--- src/calclk_pkg.sv ---
package calclk_pkg;

	// Field widths
	localparam int YEAR_W   = 14;
	localparam int MONTH_W  = 4;
	localparam int DAY_W    = 5;
	localparam int HOUR_W   = 5;
	localparam int MINUTE_W = 6;
	localparam int WDAY_W   = 3;
	localparam int CENT_W   = 7;
	localparam int PROD_W   = 27;
	localparam int SUM_W    = 10;

	// Calendar limits
	localparam logic [YEAR_W-1:0]   YEAR_MAX       = 14'd9999;
	localparam logic [YEAR_W-1:0]   YEAR_RESET     = 14'd2000;
	localparam logic [YEAR_W-1:0]   YEAR_OFFSET    = 14'd400;
	localparam logic [MONTH_W-1:0]  MONTH_JAN      = 4'd1;
	localparam logic [MONTH_W-1:0]  MONTH_FEB      = 4'd2;
	localparam logic [MONTH_W-1:0]  MONTH_MAR      = 4'd3;
	localparam logic [MONTH_W-1:0]  MONTH_APR      = 4'd4;
	localparam logic [MONTH_W-1:0]  MONTH_JUN      = 4'd6;
	localparam logic [MONTH_W-1:0]  MONTH_SEP      = 4'd9;
	localparam logic [MONTH_W-1:0]  MONTH_NOV      = 4'd11;
	localparam logic [MONTH_W-1:0]  MONTH_DEC      = 4'd12;
	localparam logic [DAY_W-1:0]    DAY_FIRST      = 5'd1;
	localparam logic [HOUR_W-1:0]   HOUR_MAX       = 5'd23;
	localparam logic [HOUR_W:0]     HOURS_PER_DAY  = 6'd24;
	localparam logic [MINUTE_W-1:0] MINUTE_MAX     = 6'd59;
	localparam logic [MINUTE_W:0]   MINS_PER_HOUR  = 7'd60;
	localparam logic [WDAY_W-1:0]   WDAY_RESET     = 3'd6;
	localparam logic [3:0]          DAYS_PER_WEEK  = 4'd7;

	// Division by 100 through a reciprocal: exact for years up to 10399
	localparam logic [12:0]         DIV100_MUL     = 13'd5243;
	localparam int                  DIV100_SHIFT   = 19;
	localparam logic [YEAR_W-1:0]   CENTURY        = 14'd100;

	// Bit k set when minute k is a multiple of five
	function automatic logic [63:0] build_five_mask();
		logic [63:0] mask;
		mask = '0;
		for (int k = 0; k < 60; k += 5) begin
			mask[k] = 1'b1;
		end
		return mask;
	endfunction

	localparam logic [63:0] FIVE_MASK = build_five_mask();

	typedef struct packed {
		logic [YEAR_W-1:0]   year;
		logic [MONTH_W-1:0]  month;
		logic [DAY_W-1:0]    day;
		logic [HOUR_W-1:0]   hour;
		logic [MINUTE_W-1:0] minute;
	} date_t;

	function automatic logic [DAY_W-1:0] month_length(
		input logic [MONTH_W-1:0] month,
		input logic               leap
	);
		logic [DAY_W-1:0] len;
		len = 5'd31;
		if (month == MONTH_APR || month == MONTH_JUN || month == MONTH_SEP ||
		    month == MONTH_NOV) begin
			len = 5'd30;
		end else if (month == MONTH_FEB) begin
			len = leap ? 5'd29 : 5'd28;
		end
		return len;
	endfunction

	// (2*m + 3*(m+1)/5) mod 7, Jan and Feb taken as months 13 and 14
	function automatic logic [2:0] month_wday_offset(input logic [MONTH_W-1:0] month);
		logic [2:0] ofs;
		case (month)
			4'd1:    ofs = 3'd6;
			4'd2:    ofs = 3'd2;
			4'd3:    ofs = 3'd1;
			4'd4:    ofs = 3'd4;
			4'd5:    ofs = 3'd6;
			4'd6:    ofs = 3'd2;
			4'd7:    ofs = 3'd4;
			4'd8:    ofs = 3'd0;
			4'd9:    ofs = 3'd3;
			4'd10:   ofs = 3'd5;
			4'd11:   ofs = 3'd1;
			4'd12:   ofs = 3'd3;
			default: ofs = 3'd0;
		endcase
		return ofs;
	endfunction

endpackage

--- src/calendar_clock_counter_core.sv ---
// Calendar clock counter. Each input transaction either advances the clock by
// 0 to 59 minutes (cmd 0, larger values count as 59) or loads a date and time
// (cmd 1, fields clamped into range; a day past the month end is kept until the
// next day change). Every transaction returns one result: the date and time
// after it, the day of week (1 Monday to 7 Sunday, Gregorian rule), a flag for
// a crossed midnight and a flag for a minute that is a multiple of five after
// an advance. February has 29 days in any year divisible by 4; year 9999 wraps
// to 0. After reset the clock reads 2000-01-01 00:00, Saturday. Throughput is
// one transaction per clock while out_stall is low; a result passes the date
// stage and the day-of-week pipeline (century split, then mod-7 sum).
module calendar_clock_counter_core
	import calclk_pkg::*;
(
	input  logic                clk,
	input  logic                arst_n,

	input  logic                in_valid,
	output logic                in_stall,
	input  logic                cmd,
	input  logic [MINUTE_W-1:0] minutes_to_add,
	input  logic [YEAR_W-1:0]   set_year,
	input  logic [MONTH_W-1:0]  set_month,
	input  logic [DAY_W-1:0]    set_day,
	input  logic [HOUR_W-1:0]   set_hour,
	input  logic [MINUTE_W-1:0] set_minute,

	output logic                out_valid,
	input  logic                out_stall,
	output logic [YEAR_W-1:0]   cur_year,
	output logic [MONTH_W-1:0]  cur_month,
	output logic [DAY_W-1:0]    cur_day,
	output logic [HOUR_W-1:0]   cur_hour,
	output logic [MINUTE_W-1:0] cur_minute,
	output logic [WDAY_W-1:0]   weekday,
	output logic                day_rolled,
	output logic                five_minute_mark
);

	date_t state_q;
	date_t next_date;
	logic  rolled_c;
	logic  mark_c;
	logic  in_fire;

	logic  valid_s1, valid_s2, valid_s3;
	logic  en_s1, en_s2, en_s3;
	date_t date_s1, date_s2, date_s3;
	logic  rolled_s1, rolled_s2, rolled_s3;
	logic  mark_s1, mark_s2, mark_s3;
	logic [YEAR_W-1:0] yadj_s2;
	logic [CENT_W-1:0] cent_s2;
	logic [WDAY_W-1:0] weekday_s3;

	logic [YEAR_W-1:0] yadj_c;
	logic [PROD_W-1:0] cent_prod;
	logic [6:0]        rem_c;
	logic [SUM_W-1:0]  dow_sum;
	logic [4:0]        fold1;
	logic [3:0]        fold2;
	logic [2:0]        dow_c;

	// Pipeline flow control: a stage moves when the next one can take it
	assign en_s3    = !valid_s3 || !out_stall;
	assign en_s2    = !valid_s2 || en_s3;
	assign en_s1    = !valid_s1 || en_s2;
	assign in_stall = !en_s1;
	assign in_fire  = in_valid && en_s1;

	// Next date and time, load or advance with carries
	always_comb begin
		logic [MINUTE_W-1:0] add_sat;
		logic [MINUTE_W:0]   min_sum;
		logic [HOUR_W:0]     hour_inc;
		logic [DAY_W:0]      day_inc;
		logic [MONTH_W-1:0]  month_inc;
		next_date = state_q;
		rolled_c  = 1'b0;
		mark_c    = 1'b0;
		add_sat   = '0;
		min_sum   = '0;
		hour_inc  = '0;
		day_inc   = '0;
		month_inc = '0;
		if (cmd) begin
			next_date.year   = (set_year > YEAR_MAX) ? YEAR_MAX : set_year;
			next_date.month  = (set_month < MONTH_JAN) ? MONTH_JAN :
			                   (set_month > MONTH_DEC) ? MONTH_DEC : set_month;
			next_date.day    = (set_day < DAY_FIRST) ? DAY_FIRST : set_day;
			next_date.hour   = (set_hour > HOUR_MAX) ? HOUR_MAX : set_hour;
			next_date.minute = (set_minute > MINUTE_MAX) ? MINUTE_MAX : set_minute;
		end else begin
			add_sat = (minutes_to_add > MINUTE_MAX) ? MINUTE_MAX : minutes_to_add;
			min_sum = {1'b0, state_q.minute} + {1'b0, add_sat};
			if (min_sum >= MINS_PER_HOUR) begin
				next_date.minute = MINUTE_W'(min_sum - MINS_PER_HOUR);
				hour_inc = {1'b0, state_q.hour} + 6'd1;
				if (hour_inc >= HOURS_PER_DAY) begin
					next_date.hour = '0;
					rolled_c = 1'b1;
					// Day change, with month and year rollover
					day_inc = {1'b0, state_q.day} + 6'd1;
					if (day_inc > {1'b0, month_length(state_q.month,
					                                  state_q.year[1:0] == 2'd0)}) begin
						next_date.day = DAY_FIRST;
						month_inc = state_q.month + 4'd1;
						if (month_inc > MONTH_DEC) begin
							next_date.month = MONTH_JAN;
							next_date.year  = (state_q.year >= YEAR_MAX) ? '0 :
							                  state_q.year + 14'd1;
						end else begin
							next_date.month = month_inc;
						end
					end else begin
						next_date.day = day_inc[DAY_W-1:0];
					end
				end else begin
					next_date.hour = hour_inc[HOUR_W-1:0];
				end
			end else begin
				next_date.minute = min_sum[MINUTE_W-1:0];
			end
			mark_c = FIVE_MASK[next_date.minute];
		end
	end

	// Clock state and stage valids
	always_ff @(posedge clk or negedge arst_n) begin
		if (!arst_n) begin
			state_q.year   <= YEAR_RESET;
			state_q.month  <= MONTH_JAN;
			state_q.day    <= DAY_FIRST;
			state_q.hour   <= '0;
			state_q.minute <= '0;
			valid_s1       <= 1'b0;
			valid_s2       <= 1'b0;
			valid_s3       <= 1'b0;
		end else begin
			if (in_fire) begin
				state_q <= next_date;
			end
			if (en_s1) begin
				valid_s1 <= in_valid;
			end
			if (en_s2) begin
				valid_s2 <= valid_s1;
			end
			if (en_s3) begin
				valid_s3 <= valid_s2;
			end
		end
	end

	// Stage 2: shifted year for the weekday formula and its century
	assign yadj_c    = date_s1.year + YEAR_OFFSET - {13'd0, date_s1.month < MONTH_MAR};
	assign cent_prod = PROD_W'(yadj_c) * PROD_W'(DIV100_MUL);

	// Stage 3: weekday as a sum reduced mod 7 by octal digit folding
	always_comb begin
		rem_c   = 7'(yadj_s2 - YEAR_W'(cent_s2) * CENTURY);
		dow_sum = SUM_W'(date_s2.day) + SUM_W'(month_wday_offset(date_s2.month))
		        + (SUM_W'(cent_s2) << 2) + SUM_W'(cent_s2) + SUM_W'(cent_s2 >> 2)
		        + SUM_W'(rem_c) + SUM_W'(rem_c >> 2);
		fold1   = 5'(dow_sum[9]) + 5'(dow_sum[8:6]) + 5'(dow_sum[5:3]) + 5'(dow_sum[2:0]);
		fold2   = 4'(fold1[4:3]) + 4'(fold1[2:0]);
		dow_c   = (fold2 >= DAYS_PER_WEEK) ? 3'(fold2 - DAYS_PER_WEEK) : fold2[2:0];
	end

	// Payload registers
	always_ff @(posedge clk) begin
		if (in_fire) begin
			date_s1   <= next_date;
			rolled_s1 <= rolled_c;
			mark_s1   <= mark_c;
		end
		if (en_s2) begin
			date_s2   <= date_s1;
			rolled_s2 <= rolled_s1;
			mark_s2   <= mark_s1;
			yadj_s2   <= yadj_c;
			cent_s2   <= cent_prod[DIV100_SHIFT +: CENT_W];
		end
		if (en_s3) begin
			date_s3    <= date_s2;
			rolled_s3  <= rolled_s2;
			mark_s3    <= mark_s2;
			weekday_s3 <= dow_c + 3'd1;
		end
	end

	assign out_valid        = valid_s3;
	assign cur_year         = date_s3.year;
	assign cur_month        = date_s3.month;
	assign cur_day          = date_s3.day;
	assign cur_hour         = date_s3.hour;
	assign cur_minute       = date_s3.minute;
	assign weekday          = weekday_s3;
	assign day_rolled       = rolled_s3;
	assign five_minute_mark = mark_s3;

	// Checks
	a_state_in_range: assert property (@(posedge clk) disable iff (!arst_n)
		state_q.hour <= HOUR_MAX && state_q.minute <= MINUTE_MAX &&
		state_q.month >= MONTH_JAN && state_q.month <= MONTH_DEC)
		else $error("clock state out of range");

	a_s1_tracks_state: assert property (@(posedge clk) disable iff (!arst_n)
		valid_s1 |-> date_s1 == state_q)
		else $error("stage 1 date differs from clock state");

	a_accept_fills_s1: assert property (@(posedge clk) disable iff (!arst_n)
		in_fire |=> valid_s1)
		else $error("accepted transaction lost at stage 1");

	a_weekday_range: assert property (@(posedge clk) disable iff (!arst_n)
		out_valid |-> weekday != 3'd0)
		else $error("weekday zero on output");

	a_roll_at_midnight: assert property (@(posedge clk) disable iff (!arst_n)
		out_valid && day_rolled |-> cur_hour == '0 && cur_minute < MINS_PER_HOUR)
		else $error("day rollover without midnight hour");

endmodule

--- config.mk ---
export PLATFORM = sky130hd
export DESIGN_NAME = calendar_clock_counter_core
export DESIGN_NICKNAME = d
export VERILOG_FILES = /design/src/calclk_pkg.sv /design/src/calendar_clock_counter_core.sv
export SDC_FILE = /design/constraint.sdc
export NUM_CORES = 1
export LEC_CHECK = 0
export BUFFER_PORTS_ARGS = -buffer_cell sky130_fd_sc_hd__buf_2
export CAP_MARGIN = 15
export CORE_UTILIZATION = 45
export DETAILED_ROUTE_END_ITERATION = 8
export HOLD_SLACK_MARGIN = 0.02
export SLEW_MARGIN = 10
export SYNTH_ARGS = -nofsm -noshare
export SYNTH_HDL_FRONTEND = slang
export SYNTH_SLANG_ARGS = --single-unit
--- constraint.sdc ---
create_clock -name clk -period 8.7 [get_ports clk]
set_clock_uncertainty 0.1 [all_clocks]
set_input_delay 0.435 -clock clk [delete_from_list [all_inputs] [get_ports clk]]
set_output_delay 0.435 -clock clk [all_outputs]
set_load 0.02 [all_outputs]
==> flow_metrics.py <==
metrics = {
    "global_routing": {
        "antenna_found_initial": 1,
        "grt_usage_pct": 19.42,
        "grt_pass1_vias": 8495,
        "grt_max_degree": 42,
        "overflow": 0,
        "grt_pass1_wl_um": 43740,
    },
    "synth": {
        "ys.flop_type": "edfxtp_1",
        "syn_avg_cell_area_um2": 11.12,
        "synth_cell_types": 76,
        "synthesis.nets": 1459,
        "synth_cells": 1162,
        "async_flop_share_pct": 22.42,
        "synth-seq-cells": 165,
        "yosysTopAreaCell": "edfxtp_1",
        "synth.top_cells.by_area": "edfxtp_1 29%, ha_1 15%, fa_1 14%",
        "ys_warn_count": 0,
        "netlist_area_mm2": 0.01293,
        "seq_area_frac_synth_pct": 36.74,
        "synth_edf_count": 125,
        "synth_top_area_share_pct": 29.04,
    },
    "final_layout": {
        "fill_cells": 2514,
        "post-route-util_pct": 51.38,
        "drive_gt1_share_pct": 14.84,
        "num_antenna_cells": 0,
        "layoutNonFillerInstCount": 1638,
        "area_delta_synth_final_pct": 11.34,
        "nets": 1544,
    },
    "timing": {
        "finalSetupViolations": 0,
        "max_slew_margin_pct": 28.55,
        "worst_slew_pin_slew_ns": 1.064,
        "tns_ns": 0,
        "fin_crit_sh_pct": 90.62,
        "rsz0062_at_grt": "false",
        "slew_viol_final": 0,
        "period_needed_ns": 7.884,
        "finalHoldViolations": 0,
        "fmax_mhz": 126.8,
    },
    "worst_setup_path": {
        "cp-start-kind": "flip-flop",
        "reg2reg_to": "weekday[2]",
        "cp.arrival_ns": 7.97,
        "worstSetupPathType": "reg2reg",
        "crit_start": "cent_s2[0]",
        "reg2reg_slack_ns": 0.82,
        "rr_worst_depth": 29,
        "cp_num_cells": 29,
        "r2r-start": "cent_s2[0]",
        "end_kind": "flip-flop",
        "cpMaxStageDelayCell": "fa_1",
        "crit_buf_inv": 4,
        "path_delay_family": "adder cells",
        "crit_end": "weekday[2]",
        "worstPathMaxFanout": 5,
        "cpPeakStageDelay_ns": 0.59,
        "crit_top_cell": "fa_1",
        "required_ns": 8.78,
    },
    "floorplan": {
        "die_w_um": 171.5,
        "initial_utilization_pct": 46.15,
        "fp.dieH_um": 171.5,
        "coreArea_mm2": 0.02801,
        "rows": 61,
        "num_io_pins": 86,
        "die-area_mm2": 0.02941,
    },
    "clocking": {
        "clock_sink_count": 165,
        "post_cts_buffers": 0,
        "cts_buffers": 17,
        "cts_hold_buf": 0,
        "clock_latency_ns": 0.43,
        "ctsRootBufferMaster": "clkbuf_16",
        "htree_levels": 4,
        "cts_tree": "yes",
        "clk_pin_slew_ns": 0.08,
        "postCtsResizedCells": 0,
        "cts_buffer_depth": 2,
    },
    "status": {
        "outcome": "complete, no violations",
    },
    "drt": {
        "vias_per_cell": 5.229,
        "drc": 0,
        "drt_iter0_drc": 512,
        "wirelength_um": 26720,
        "first_pass_iters": 5,
        "vias": 8565,
        "ant_nets": 0,
        "wire_per_inst_um": 16.31,
    },
    "place": {
        "portBuffers": 85,
        "place.gp.congestion": 0.8880,
        "hpwl_um": 21120,
        "dp_cells": 1605,
    },
    "run": {
        "drv_cap": 0,
    },
    "hold_path": {
        "hold_path_class": "in2async",
    },
}
==> cell usage in the layout, fill, tap and decap left out, types with 14 or more instances in the layout <==
cell type / Yosys / routed
clkbuf_16: 0 / 17
nor2_1: 41 / 41
nand3_1: 18 / 17
o21ai_0: 40 / 40
nor4_1: 14 / 14
a21oi_1: 44 / 44
mux2_2: 31 / 31
edfxtp_1: 125 / 125
nand2_1: 58 / 57
buf_2: 4 / 85
fa_1: 93 / 93
xor2_1: 18 / 18
inv_1: 206 / 206
xnor2_1: 44 / 44
dfrtp_1: 29 / 29
ha_1: 159 / 159
==> synthesized netlist by cell type, types with 3 or more instances <==
library cell	count
dfrtp_1	29
o21ai_1	10
a2111oi_0	4
edfxtp_1	125
nor2_1	41
buf_2	4
mux2_2	31
inv_1	206
fa_1	93
a21o_1	13
and2_1	5
nand2_1	58
o22ai_1	6
a221oi_1	4
or2_2	4
clkbuf_1	22
nor2b_1	6
o211ai_1	5
xnor2_1	44
o2bb2ai_1	3
a21boi_0	5
o31a_1	5
a21oi_1	44
nand3b_1	4
nand2b_1	11
nor3_1	12
ha_1	159
o21ai_0	40
nand3_1	18
o2111ai_1	3
and3_1	7
nor3b_1	4
dfstp_2	8
nor3_2	3
nand4_1	10
xor2_1	18
a211o_1	3
mux2i_1	7
a211oi_1	8
or3_1	6
nor4_1	14
a31oi_1	8
dfxtp_1	3
a311oi_1	7
==> metrics by stage <==
step / worst slack [ns] / hold slack (ns) / area (um2)
5_1_grt: 0.3962 / 0.1034 / 14390
2_1_floorplan: 1.266 / 0.03941 / 12930
4_1_cts: 0.8140 / 0.06470 / 14370
3_5_place_dp: 0.7990 / 0.3045 / 13770
3_3_place_gp: 1.026 / 0.3009 / 13770
6_report: 0.8157 / 0.04539 / 14390
==> cell families after synthesis <==
kind of cell	synth area share (%)
AND/OR/NAND/NOR	8.276
AO/OA/AOI/OAI	10.61
flip-flops	36.74
multiplexers	3.359
adder cells (fa/ha/maj)	29.79
XOR/XNOR	4.327
buffers and inverters	6.892
==> layer usage <==
layer	global-route usage, %	up-vias	routed length [um]
li1	-	4216	-
met1	28.14	4167	13190
met2	30.73	161	12440
met3	2.692	19	822
met4	4.503	2	244
met5	0	-	13
==> flip-flops by register name (all words and copies together) (netlist names), 3 cells and up, named ones only <==
name        cells
cur_month       4
date_s1        34
date_s2        34
weekday         3
cur_minute      6
state_q        34
cent_s2         7
cur_day         5
yadj_s2         7
cur_year       14
cur_hour        5
==> layout make-up <==
type,count,area (um2),share of cell area (%)
multi-input combinational,763,7293,50.67
sequential,165,4750,33.00
inverter,207,777.0,5.399
timing repair buffer,93,498.0,3.460
tap,378,473.0,3.286
clock buffer,17,425.4,2.956
clock inverter,15,176.4,1.226
==> worst min-delay path by stage <==
stage / startpoint / endpoint / slack (ns) / cells past startpoint
floorplan: arst_n / out_valid / 0.04 / 0
global placement: date_s2[0] / cur_minute[0] / 0.30 / 0
detailed placement: date_s2[29] / cur_year[9] / 0.30 / 0
CTS: arst_n / state_q[5] / 0.06 / 1
global route: arst_n / state_q[5] / 0.10 / 1
finish: arst_n / state_q[5] / 0.05 / 1
Power is not shown: default switching activity piles up to over one toggle a cycle in this logic, so the estimate is an artifact.
